File: src/hw/rtl/ucer_pkg.sv
// Package for the USB control endpoint request block: transfer structs,
// event, stage, action, report and request codes, and size limits. No dependencies.
package ucer_pkg;

	// Event codes on the cmd field
	localparam logic [1:0] CMD_SETUP   = 2'd0;
	localparam logic [1:0] CMD_RX_DONE = 2'd1;
	localparam logic [1:0] CMD_TX_DONE = 2'd2;
	localparam logic [1:0] CMD_BUS_RST = 2'd3;

	// Data stage codes
	localparam logic [1:0] STAGE_NONE = 2'd0;
	localparam logic [1:0] STAGE_IN   = 2'd1;
	localparam logic [1:0] STAGE_OUT  = 2'd2;

	// Transmit actions
	localparam logic [1:0] ACT_NONE  = 2'd0;
	localparam logic [1:0] ACT_ZEROS = 2'd1;
	localparam logic [1:0] ACT_ZLP   = 2'd2;
	localparam logic [1:0] ACT_DESC  = 2'd3;

	// Device state reports
	localparam logic [1:0] REPORT_NONE       = 2'd0;
	localparam logic [1:0] REPORT_CONFIGURED = 2'd1;
	localparam logic [1:0] REPORT_ADDRESSED  = 2'd2;

	// bmRequestType values and direction bit
	localparam logic [7:0] RTYPE_TO_HOST = 8'h80;
	localparam logic [7:0] RTYPE_TO_DEV  = 8'h00;
	localparam int unsigned DIR_IN_BIT   = 7;

	// Standard request codes
	localparam logic [7:0] REQ_GET_STATUS        = 8'h00;
	localparam logic [7:0] REQ_CLEAR_FEATURE     = 8'h01;
	localparam logic [7:0] REQ_SET_FEATURE       = 8'h03;
	localparam logic [7:0] REQ_SET_ADDRESS       = 8'h05;
	localparam logic [7:0] REQ_GET_DESCRIPTOR    = 8'h06;
	localparam logic [7:0] REQ_SET_DESCRIPTOR    = 8'h07;
	localparam logic [7:0] REQ_GET_CONFIGURATION = 8'h08;
	localparam logic [7:0] REQ_SET_CONFIGURATION = 8'h09;

	// Packet size limits
	localparam logic [6:0] PKT_MIN   = 7'd8;
	localparam logic [6:0] PKT_MAX   = 7'd64;
	localparam logic [6:0] PKT_RESET = 7'd64;

	// Byte counts for the zero-filled answers
	localparam logic [6:0] LEN_STATUS = 7'd2;
	localparam logic [6:0] LEN_CONFIG = 7'd1;

	typedef struct packed {
		logic [1:0]  cmd;
		logic [7:0]  request_type;
		logic [7:0]  request_code;
		logic [15:0] request_value;
		logic [15:0] request_length;
		logic [6:0]  rx_length;
		logic        descriptor_present;
		logic [15:0] descriptor_length;
	} item_t;

	typedef struct packed {
		logic [1:0]  tx_action;
		logic [15:0] tx_offset;
		logic [6:0]  tx_length;
		logic        rx_rearm;
		logic        address_apply;
		logic [6:0]  device_address;
		logic [1:0]  state_report;
		logic        descriptor_release;
		logic [1:0]  stage_now;
	} result_t;

endpackage

File: src/hw/rtl/usb_control_endpoint_requests.sv
// Top level of the USB control endpoint request block: packet size register,
// input register and decode core. Depends on ucer_pkg, ucer_in_reg, ucer_core.
//
//   channel   direction  handshake                  payload
//   item      in         item_valid/item_stall      item (ucer_pkg::item_t)
//   result    out        result_valid/result_stall  result (ucer_pkg::result_t)
//   cfg       in         cfg_valid/cfg_ready        cfg_data (packet size, 7 bits)
//
// One event is accepted per clock while the result is not stalled; its result
// passes through the input register and then the result register.
// The combinational decode between them updates the control state, so events
// follow each other with no gap. A stalled result holds the core, and the
// input register then holds one more event before item_stall rises.
// Reset clears control state and sets the packet size to 64; cfg is always ready.
module usb_control_endpoint_requests (
	input  logic               clk,
	input  logic               arst_n,
	input  logic               item_valid,
	output logic               item_stall,
	input  ucer_pkg::item_t    item,
	output logic               result_valid,
	input  logic               result_stall,
	output ucer_pkg::result_t  result,
	input  logic               cfg_valid,
	output logic               cfg_ready,
	input  logic [6:0]         cfg_data
);

	logic [6:0]        tx_size_q;
	logic              valid_s1;
	ucer_pkg::item_t   item_s1;
	logic              advance;

	assign cfg_ready = 1'b1;

	// Hold the packet size register
	always_ff @(posedge clk or negedge arst_n) begin
		if (!arst_n) begin
			tx_size_q <= ucer_pkg::PKT_RESET;
		end else if (cfg_valid && cfg_ready) begin
			tx_size_q <= cfg_data;
		end
	end

	ucer_in_reg u_in_reg (
		.clk        (clk),
		.arst_n     (arst_n),
		.item_valid (item_valid),
		.item_stall (item_stall),
		.item       (item),
		.advance    (advance),
		.valid_s1   (valid_s1),
		.item_s1    (item_s1)
	);

	ucer_core u_core (
		.clk            (clk),
		.arst_n         (arst_n),
		.tx_buffer_size (tx_size_q),
		.valid_s1       (valid_s1),
		.item_s1        (item_s1),
		.advance        (advance),
		.valid_s2       (result_valid),
		.result_stall   (result_stall),
		.result_s2      (result)
	);

	// Packet size register is written only through the cfg transfer
	a_cfg_write: assert property (@(posedge clk) disable iff (!arst_n)
		!(cfg_valid && cfg_ready) |=> $stable(tx_size_q))
		else $error("packet size changed without a cfg transfer");

endmodule

File: src/hw/rtl/ucer_in_reg.sv
// Input register of the USB control endpoint request block.
// Depends on ucer_pkg for the item struct.
module ucer_in_reg (
	input  logic             clk,
	input  logic             arst_n,
	input  logic             item_valid,
	output logic             item_stall,
	input  ucer_pkg::item_t  item,
	input  logic             advance,
	output logic             valid_s1,
	output ucer_pkg::item_t  item_s1
);

	logic accept;

	// Take a new transfer when the register is empty or drains this cycle
	assign item_stall = valid_s1 && !advance;
	assign accept     = item_valid && !item_stall;

	// Hold the occupancy flag
	always_ff @(posedge clk or negedge arst_n) begin
		if (!arst_n) begin
			valid_s1 <= 1'b0;
		end else if (accept) begin
			valid_s1 <= 1'b1;
		end else if (advance) begin
			valid_s1 <= 1'b0;
		end
	end

	// Capture the payload
	always_ff @(posedge clk) begin
		if (accept) begin
			item_s1 <= item;
		end
	end

endmodule

File: src/hw/rtl/ucer_core.sv
// Request decode, control state and result register of the USB control
// endpoint request block. Depends on ucer_pkg.
module ucer_core (
	input  logic               clk,
	input  logic               arst_n,
	input  logic [6:0]         tx_buffer_size,
	input  logic               valid_s1,
	input  ucer_pkg::item_t    item_s1,
	output logic               advance,
	output logic               valid_s2,
	input  logic               result_stall,
	output ucer_pkg::result_t  result_s2
);

	logic [1:0]  data_stage_q;
	logic [6:0]  address_latch_q;
	logic        pending_active_q;
	logic [15:0] pending_offset_q;
	logic [15:0] pending_total_q;

	logic [1:0]  data_stage_n;
	logic [6:0]  address_latch_n;
	logic        pending_active_n;
	logic [15:0] pending_offset_n;
	logic [15:0] pending_total_n;
	ucer_pkg::result_t res_n;

	logic        fire;
	logic [6:0]  limit;

	assign advance = !valid_s2 || !result_stall;
	assign fire    = valid_s1 && advance;

	// Clamp the packet size register into range
	always_comb begin
		if (tx_buffer_size < ucer_pkg::PKT_MIN) begin
			limit = ucer_pkg::PKT_MIN;
		end else if (tx_buffer_size > ucer_pkg::PKT_MAX) begin
			limit = ucer_pkg::PKT_MAX;
		end else begin
			limit = tx_buffer_size;
		end
	end

	// Decode one event against the current state
	always_comb begin
		logic        to_host;
		logic        to_dev;
		logic [15:0] shorter;
		logic [6:0]  first_len;
		logic [15:0] remaining;
		logic [6:0]  chunk;
		logic [15:0] next_off;

		data_stage_n     = data_stage_q;
		address_latch_n  = address_latch_q;
		pending_active_n = pending_active_q;
		pending_offset_n = pending_offset_q;
		pending_total_n  = pending_total_q;
		res_n            = '0;

		to_host = item_s1.request_type == ucer_pkg::RTYPE_TO_HOST;
		to_dev  = item_s1.request_type == ucer_pkg::RTYPE_TO_DEV;

		// First descriptor chunk size
		shorter = (item_s1.request_length < item_s1.descriptor_length) ?
			item_s1.request_length : item_s1.descriptor_length;
		first_len = (shorter < {9'd0, limit}) ? shorter[6:0] : limit;

		// Next chunk of a pending descriptor
		remaining = (pending_offset_q < pending_total_q) ?
			pending_total_q - pending_offset_q : 16'd0;
		chunk    = (remaining < {9'd0, limit}) ? remaining[6:0] : limit;
		next_off = pending_offset_q + {9'd0, chunk};

		unique case (item_s1.cmd)
			ucer_pkg::CMD_SETUP: begin
				res_n.rx_rearm = 1'b1;
				if (item_s1.request_length != 16'd0) begin
					data_stage_n = item_s1.request_type[ucer_pkg::DIR_IN_BIT] ?
						ucer_pkg::STAGE_IN : ucer_pkg::STAGE_OUT;
				end else begin
					data_stage_n = ucer_pkg::STAGE_NONE;
				end
				priority if (item_s1.request_code == ucer_pkg::REQ_GET_STATUS && to_host) begin
					res_n.tx_action = ucer_pkg::ACT_ZEROS;
					res_n.tx_length = ucer_pkg::LEN_STATUS;
				end else if ((item_s1.request_code == ucer_pkg::REQ_CLEAR_FEATURE ||
						item_s1.request_code == ucer_pkg::REQ_SET_FEATURE ||
						item_s1.request_code == ucer_pkg::REQ_SET_DESCRIPTOR) && to_dev) begin
					res_n.tx_action = ucer_pkg::ACT_ZLP;
				end else if (item_s1.request_code == ucer_pkg::REQ_SET_ADDRESS && to_dev) begin
					address_latch_n = item_s1.request_value[6:0];
					res_n.tx_action = ucer_pkg::ACT_ZLP;
				end else if (item_s1.request_code == ucer_pkg::REQ_GET_DESCRIPTOR &&
						to_host) begin
					if (item_s1.descriptor_present) begin
						res_n.tx_action = ucer_pkg::ACT_DESC;
						res_n.tx_length = first_len;
						if (item_s1.request_length > {9'd0, first_len} &&
								item_s1.descriptor_length > {9'd0, first_len}) begin
							pending_active_n = 1'b1;
							pending_offset_n = {9'd0, first_len};
							pending_total_n  = item_s1.descriptor_length;
						end else begin
							res_n.descriptor_release = 1'b1;
						end
					end
				end else if (item_s1.request_code == ucer_pkg::REQ_GET_CONFIGURATION &&
						to_host) begin
					res_n.tx_action = ucer_pkg::ACT_ZEROS;
					res_n.tx_length = ucer_pkg::LEN_CONFIG;
				end else if (item_s1.request_code == ucer_pkg::REQ_SET_CONFIGURATION &&
						to_dev) begin
					res_n.state_report = ucer_pkg::REPORT_CONFIGURED;
					res_n.tx_action    = ucer_pkg::ACT_ZLP;
				end else begin
					res_n.tx_action = ucer_pkg::ACT_NONE;
				end
			end
			ucer_pkg::CMD_RX_DONE, ucer_pkg::CMD_TX_DONE: begin
				res_n.rx_rearm = item_s1.cmd == ucer_pkg::CMD_RX_DONE;
				// Continue the in data stage
				if (data_stage_q == ucer_pkg::STAGE_IN) begin
					if (item_s1.rx_length == 7'd0) begin
						data_stage_n = ucer_pkg::STAGE_NONE;
					end
					if (pending_active_q) begin
						res_n.tx_action = ucer_pkg::ACT_DESC;
						res_n.tx_offset = pending_offset_q;
						res_n.tx_length = chunk;
						pending_offset_n = next_off;
						if (next_off >= pending_total_q) begin
							res_n.descriptor_release = 1'b1;
							pending_active_n = 1'b0;
							pending_offset_n = 16'd0;
							pending_total_n  = 16'd0;
						end
					end
				end
				// Status stage: apply a latched address
				if (data_stage_n == ucer_pkg::STAGE_NONE && address_latch_q != 7'd0) begin
					res_n.address_apply  = 1'b1;
					res_n.device_address = address_latch_q;
					res_n.state_report   = ucer_pkg::REPORT_ADDRESSED;
					address_latch_n      = 7'd0;
				end
			end
			ucer_pkg::CMD_BUS_RST: begin
				res_n.rx_rearm = 1'b1;
			end
			default: begin
				res_n.rx_rearm = 1'b1;
			end
		endcase

		res_n.stage_now = data_stage_n;
	end

	// Advance control state on each decoded transfer
	always_ff @(posedge clk or negedge arst_n) begin
		if (!arst_n) begin
			data_stage_q     <= ucer_pkg::STAGE_NONE;
			address_latch_q  <= 7'd0;
			pending_active_q <= 1'b0;
			pending_offset_q <= 16'd0;
			pending_total_q  <= 16'd0;
			valid_s2         <= 1'b0;
		end else begin
			if (fire) begin
				data_stage_q     <= data_stage_n;
				address_latch_q  <= address_latch_n;
				pending_active_q <= pending_active_n;
				pending_offset_q <= pending_offset_n;
				pending_total_q  <= pending_total_n;
				valid_s2         <= 1'b1;
			end else if (!result_stall) begin
				valid_s2 <= 1'b0;
			end
		end
	end

	// Hold the result until it is taken
	always_ff @(posedge clk) begin
		if (fire) begin
			result_s2 <= res_n;
		end
	end

	// A released transfer always ends with a descriptor chunk
	a_release_is_desc: assert property (@(posedge clk) disable iff (!arst_n)
		valid_s2 && result_s2.descriptor_release |-> result_s2.tx_action == ucer_pkg::ACT_DESC)
		else $error("descriptor release without descriptor chunk");

	// Address application carries a nonzero address and the addressed report
	a_apply_addr: assert property (@(posedge clk) disable iff (!arst_n)
		valid_s2 && result_s2.address_apply |->
			result_s2.device_address != 7'd0 &&
			result_s2.state_report == ucer_pkg::REPORT_ADDRESSED)
		else $error("address applied without address or report");

	// Chunks never exceed the largest packet
	a_len_bound: assert property (@(posedge clk) disable iff (!arst_n)
		valid_s2 |-> result_s2.tx_length <= ucer_pkg::PKT_MAX)
		else $error("transmit length above packet maximum");

	// Pending offset never passes the total
	a_offset_bound: assert property (@(posedge clk) disable iff (!arst_n)
		pending_active_q |-> pending_offset_q <= pending_total_q &&
			pending_offset_q != 16'd0)
		else $error("pending offset out of range");

	// A stalled result is not overwritten
	a_hold_result: assert property (@(posedge clk) disable iff (!arst_n)
		valid_s2 && result_stall |=> $stable(result_s2))
		else $error("stalled result changed");

endmodule
File: config.mk
export PLATFORM = sky130hd
export DESIGN_NAME = usb_control_endpoint_requests
export DESIGN_NICKNAME = d
export VERILOG_FILES = /design/src/hw/rtl/ucer_pkg.sv /design/src/hw/rtl/usb_control_endpoint_requests.sv /design/src/hw/rtl/ucer_in_reg.sv /design/src/hw/rtl/ucer_core.sv
export SDC_FILE = /design/constraint.sdc
export NUM_CORES = 1
export LEC_CHECK = 0
export ABC_CLOCK_PERIOD_IN_PS = 8500
export BUFFER_PORTS_ARGS = -buffer_cell sky130_fd_sc_hd__buf_4
export CORE_AREA = 8 8 204 206
export CTS_BUF_LIST = sky130_fd_sc_hd__clkbuf_16
export CTS_CLUSTER_SIZE = 14
export DETAILED_ROUTE_END_ITERATION = 10
export DIE_AREA = 0 0 212 214
export REMOVE_ABC_BUFFERS = 1
export SETUP_SLACK_MARGIN = 0.3
export SKIP_CTS_REPAIR_TIMING = 1
export SKIP_LAST_GASP = 1
export SYNTH_ARGS = -nofsm -noshare
export SYNTH_HDL_FRONTEND = slang
export SYNTH_HIERARCHICAL = 1
export SYNTH_SLANG_ARGS = --single-unit
File: constraint.sdc
create_clock -name clk -period 8.5 [get_ports clk]
set_input_delay 1.7 -clock clk [delete_from_list [all_inputs] [get_ports clk]]
set_output_delay 1.7 -clock clk [all_outputs]
set_load 0.01 [all_outputs]
==> flow_metrics.py, run 1 <==
metrics = {
    "timing": {
        "total_count_of_max_transition_violations_in_the_final_report": 0,
        "relSlewSlack": 0.342,
        "finalWorstPathRequiredPeriod_ps": 7700,
        "finalClockSkew_ps": 9.74,
        "max_slew.worst_pin.slew_ps": 987,
        "report.final.hold_viol_count": 0,
        "rsz0062_at_grt": "false",
        "setup_viol": 0,
        "period_share": 0.906,
        "tns_ps": 0,
        "clock.fmax_mhz": 130,
    },
    "clock_tree": {
        "cts_made_buffers": 17,
        "ctsLongestPathBuffers": 2,
        "clk-insertion-delay-late_ps": 440,
        "cts_tree": "done",
        "cts_sinks": 155,
        "cts.reportedPaths.clkPinSlew_ps": 70,
        "ctsHtreeMaxLevel": 4,
        "clock-root-buffer": "sky130_fd_sc_hd__clkbuf_16",
    },
    "route": {
        "drc": 0,
        "vias": 6857,
        "antenna_left": 0,
        "number_of_drc_violations_after_detailed_routing_iteration_0": 391,
        "drt_pre_antenna_iters": 4,
        "detail_route.wl_per_cell_um": 16.3,
        "drt-vias-per-instance": 4.48,
        "routed_wirelength_mm": 24.9,
    },
    "worst_setup_path": {
        "crit_arrival_ps": 8050,
        "crit_path_end_kind": "flop",
        "critPathRequiredTime_ps": 8850,
        "crit_path_start_kind": "flop",
        "path_class": "reg2reg",
        "critPathSlowestCell": "sky130_fd_sc_hd__fa_1",
        "critPathMaxFanout": 16,
        "timing.critical_path.slowest_cell_delay_ps": 420,
        "cell_type_with_the_highest_occurrence_count_on_the_critical_path": "sky130_fd_sc_hd__inv_1",
    },
    "global_routing": {
        "grt_usage": 0.113,
        "grt_remaining_overflow": 0,
        "first_global_vias": 7225,
        "grt_max_degree": 66,
        "antenna_found_initial": 0,
        "grt_first_pass_wirelength_mm": 39.9,
    },
    "synthesis": {
        "synth_area_per_cell_um2": 10.7,
        "synth_cells": 855,
        "syn-cell-area_mm2": 0.00916,
        "yosys_warnings": 6,
    },
    "final_layout": {
        "instances_no_fill": 1530,
        "final_layout_size_suffix_gt1_frac": 0.229,
        "final_util": 0.298,
        "number_of_antenna_diodes": 0,
        "nNetsFinal": 1171,
        "flow.area_growth_from_synthesis_pct": 24.5,
        "area_of_all_placed_cells_without_fillers_mm2": 0.0114,
        "fill_cells": 3961,
    },
    "placement": {
        "dpl.cell_count": 1497,
        "postPlaceCellArea_mm2": 0.0108,
        "numPortBuffers": 117,
        "place.gp.congestion": 0.841,
        "place.detailed.hpwl_mm": 19.8,
    },
    "floorplan": {
        "floorplan.rows": 72,
        "starting_density": 0.239,
        "die_width_um": 212,
        "core_region_area_mm2": 0.0383,
        "die_span_in_y_um": 214,
        "top_level_ports": 128,
        "die_area_mm2": 0.0454,
    },
    "pwr": {
        "p_leak_nw": 4.99,
        "post-layout-total-power_mw": 2.86,
        "max-vdd-ir-drop_v": 0.000136,
        "power_density_over_the_cells_mw_per_mm2": 251,
    },
    "run": {
        "max_cap_viol_count": 0,
    },
    "hold_path": {
        "min_path_type": "reg2reg",
    },
    "run_status": {
        "status": "complete, no violations",
    },
}
critical path, delay by kind of cell, from the launching register on:
family | cells | cell delay, ps
muxes | 2 | 560
DFF | 1 | 380
AOI/OAI and AO/OA | 14 | 2570
buffers and inverters | 7 | 770
xor gates and xnor gates | 1 | 220
and+or+nand+nor | 11 | 1490
adders and majority gates | 5 | 1600
where the power goes:
part	internal (mW)	switching, mW	leakage [nW]	total [mW]
clock network	0.384	0.341	0.274	0.725
registers	0.914	0.0773	1.60	0.991
logic	0.506	0.635	3.11	1.14
total	1.80	1.05	4.99	2.86
final cells by class:
class                      count  area, um2  area share
clock buffer                  17        425      0.0373
clock inverter                15        138      0.0121
timing repair buffer         147       1120      0.0979
sequential                   155       4400       0.386
multi-input combinational    589       4340       0.381
inverter                      89        334      0.0293
tap                          518        648      0.0568
layout by cell type, fill, tap and decap left out, types with 7 or more instances in the layout:
master,count
sky130_fd_sc_hd__nor2b_1,13
sky130_fd_sc_hd__and2_1,17
sky130_fd_sc_hd__clkbuf_16,17
sky130_fd_sc_hd__nor4_1,13
sky130_fd_sc_hd__mux2_2,13
sky130_fd_sc_hd__edfxtp_1,104
sky130_fd_sc_hd__ha_1,83
sky130_fd_sc_hd__inv_1,87
sky130_fd_sc_hd__o21a_1,9
sky130_fd_sc_hd__mux2i_1,23
sky130_fd_sc_hd__o221ai_1,7
sky130_fd_sc_hd__a31o_2,7
sky130_fd_sc_hd__dfrtp_1,50
sky130_fd_sc_hd__buf_4,146
sky130_fd_sc_hd__nand4_1,15
sky130_fd_sc_hd__mux2_4,7
sky130_fd_sc_hd__nor3_1,15
sky130_fd_sc_hd__nor2_1,55
sky130_fd_sc_hd__nand3_1,14
sky130_fd_sc_hd__a21oi_1,43
sky130_fd_sc_hd__a21o_1,11
sky130_fd_sc_hd__xnor2_1,14
sky130_fd_sc_hd__nand2b_1,13
sky130_fd_sc_hd__and3_1,7
sky130_fd_sc_hd__nand2_1,67
sky130_fd_sc_hd__o21ai_0,39
per-stage QoR:
stage,worst slack (ps),hold WS [ps]
6_report,800,489
5_1_grt,301,515
4_1_cts,254,489
3_5_place_dp,303,474
3_3_place_gp,468,463
2_1_floorplan,691,450
layer usage:
metal,up-vias,track usage,wire length [um]
met5,-,0,0
met4,0,0.0399,585
met3,32,0.0286,1040
met2,131,0.188,12300
met1,3289,0.138,11000
li1,3405,-,-
worst paths after layout:
path	start	to	slack [ps]	cells after the start
min in group asynchronous	arst_n	u_core/address_latch_q[5]	1300	1
setup / recovery	u_core/pending_total_q[0]	u_core/pending_total_q[1]	800	40
hold reg to reg	u_in_reg/item_s1[40]	u_core/address_latch_q[0]	490	1
hold / removal	u_in_reg/item_s1[40]	u_core/address_latch_q[0]	490	1
max in group asynchronous	arst_n	u_core/pending_offset_q[12]	6700	1
setup reg to reg	u_core/pending_total_q[0]	u_core/pending_total_q[1]	800	40
state kept, by name (all words and copies together) (netlist names):
name and count:
u_core/valid_s2 1, u_core/pending_active_q 1, u_in_reg/valid_s1 1, u_core/pending_offset_q 16, u_core/data_stage_q 2, u_core/address_latch_q 7, tx_size_q 7, u_core/pending_total_q 16
u_in_reg/item_s1 65, u_core/result_s2 39
(Power assumes the default switching activity.)
==> run 2: changes to the inputs <==
Settings changed: PLACE_DENSITY_LB_ADDON set to 0.1.
==> flow_metrics.py, run 2 (same netlist as run 1, synthesis figures left out) <==
metrics = {
    "worst_setup_path": {
        "crit_arrival_ps": 8140,
        "setup.reg_to_reg.worst_slack_ps": 730,
        "crit_path_end_kind": "flop",
        "critPathMaxFanout": 10,
        "regToRegStartpoint": "u_core/pending_total_q[0]",
        "critPathSlowestCell": "sky130_fd_sc_hd__fa_1",
        "path_class": "reg2reg",
        "timing.critical_path.slowest_cell_delay_ps": 410,
        "rr_endpoint": "u_core/pending_offset_q[7]",
        "crit_path_start_kind": "flop",
        "critPathRequiredTime_ps": 8870,
        "crit_path_start": "u_core/pending_total_q[0]",
        "worstRegToRegCells": 41,
        "crit_path_end": "u_core/pending_offset_q[7]",
    },
    "global_routing": {
        "grt_remaining_overflow": 0,
        "antenna_found_initial": 0,
        "first_global_vias": 7124,
        "grt_first_pass_wirelength_mm": 42.5,
        "grt_max_degree": 66,
        "grt_usage": 0.122,
    },
    "final_layout": {
        "instances_no_fill": 1537,
        "final_layout_size_suffix_gt1_frac": 0.232,
        "final_cell_mix": "sky130_fd_sc_hd__buf_4, sky130_fd_sc_hd__edfxtp_1, sky130_fd_sc_hd__inv_1, sky130_fd_sc_hd__ha_1, sky130_fd_sc_hd__nand2_1",
        "multiInputGateArea_mm2": 0.00434,
        "largest_register_ffs": 65,
        "final_util": 0.299,
        "fill_cells": 4012,
        "leading_cell_type_in_the_layout_fill_and_taps_excluded": "sky130_fd_sc_hd__buf_4",
        "number_of_antenna_diodes": 0,
        "register_cell_area_after_layout_mm2": 0.00440,
        "largest-register": "u_in_reg/item_s1",
        "flow.area_growth_from_synthesis_pct": 25.2,
        "nNetsFinal": 1178,
        "biggestRegsByFlops": "u_in_reg/item_s1 x65, u_core/result_s2 x39",
        "area_of_all_placed_cells_without_fillers_mm2": 0.0115,
    },
    "floorplan": {
        "starting_density": 0.239,
        "die_span_in_y_um": 214,
        "top_level_ports": 128,
        "core_region_area_mm2": 0.0383,
        "die_area_mm2": 0.0454,
        "floorplan.rows": 72,
        "die_width_um": 212,
    },
    "timing": {
        "relSlewSlack": 0.334,
        "total_count_of_max_transition_violations_in_the_final_report": 0,
        "rsz0062_at_grt": "false",
        "report.final.hold_viol_count": 0,
        "finalHoldWorstSlack_ps": 489,
        "finalWorstPathRequiredPeriod_ps": 7770,
        "setup_viol": 0,
        "finalClockSkew_ps": 9.73,
        "post_route_setup_slack_ps": 729,
        "period_share": 0.914,
        "tns_ps": 0,
        "clock.fmax_mhz": 129,
        "max_slew.worst_pin.slew_ps": 999,
    },
    "pwr": {
        "p_leak_nw": 5.04,
        "power_density_over_the_cells_mw_per_mm2": 254,
        "max-vdd-ir-drop_v": 0.000170,
        "post-layout-total-power_mw": 2.91,
    },
    "clock_tree": {
        "cts_sinks": 155,
        "clk-insertion-delay-late_ps": 440,
        "cts_made_buffers": 17,
        "ctsHtreeMaxLevel": 4,
        "cts_tree": "done",
        "ctsLongestPathBuffers": 2,
        "cts.reportedPaths.clkPinSlew_ps": 60,
        "clock-root-buffer": "sky130_fd_sc_hd__clkbuf_16",
    },
    "hold_path": {
        "min_path_type": "reg2reg",
    },
    "placement": {
        "dp_worst_setup_slack_ps": 441,
        "place.detailed.hpwl_mm": 21.6,
        "postPlaceCellArea_mm2": 0.0109,
        "dpl.cell_count": 1505,
        "numPortBuffers": 117,
        "place.gp.congestion": 0.799,
    },
    "route": {
        "number_of_drc_violations_after_detailed_routing_iteration_0": 377,
        "vias": 6744,
        "drt-vias-per-instance": 4.39,
        "drc": 0,
        "drt_pre_antenna_iters": 4,
        "antenna_left": 0,
        "detail_route.wl_per_cell_um": 17.8,
        "routed_wirelength_mm": 27.4,
    },
    "run": {
        "max_cap_viol_count": 0,
    },
    "run_status": {
        "status": "complete, no violations",
    },
}
[run 2: cell count changes in the layout (fill, tap and decap cells not counted), sizes merged]
cell / previous run / this run
bufinv: 0 / 2
inv: 93 / 92
buf: 147 / 154
clkinv: 9 / 8
[run 2: how the worst min path moves through the flow]
stage / startpoint / endpoint / slack [ps] / depth (start not counted)
after floorplan: u_core/pending_offset_q[15] / u_core/pending_offset_q[15] / 450 / 2
after global routing: u_in_reg/item_s1[45] / u_core/address_latch_q[5] / 510 / 1
after detailed placement: u_in_reg/item_s1[43] / u_core/address_latch_q[3] / 480 / 1
after CTS: u_in_reg/item_s1[44] / u_core/address_latch_q[4] / 490 / 1
after global placement: u_core/pending_offset_q[15] / u_core/pending_offset_q[15] / 470 / 2
final: u_core/pending_offset_q[15] / u_core/pending_offset_q[15] / 490 / 2
[run 2: power breakdown]
part	switching (mW)	total (mW)	internal [mW]	leakage (nW)
Sequential	0.0799	0.994	0.914	1.60
Combinational	0.657	1.17	0.513	3.15
Clock	0.323	0.750	0.427	0.286
Total	1.06	2.91	1.85	5.04
[run 2: layer usage]
layer,track usage,vias up,part of all wire
met3,0.0284,15,0.036
met4,0.0320,0,0.0097
met2,0.191,92,0.46
met1,0.168,3212,0.50
li1,-,3425,-
met5,0,-,0
[run 2: layout make-up]
| type | instances | share of cell area |
|---|---|---|
| timing repair buffer | 154 | 0.103 |
| inverter | 89 | 0.0291 |
| tap | 518 | 0.0565 |
| clock inverter | 15 | 0.0120 |
| clock buffer | 17 | 0.0371 |
| sequential | 155 | 0.384 |
| multi-input combinational | 589 | 0.378 |
[run 2: critical path, delay by kind of cell (launching register included)]
kind | cells | cell delay (ps)
compound gates | 16 | 2860
xor+xnor | 1 | 230
fa+ha+maj | 5 | 1630
mux | 1 | 340
simple gates | 11 | 1420
flops | 1 | 380
buf+inv | 7 | 810
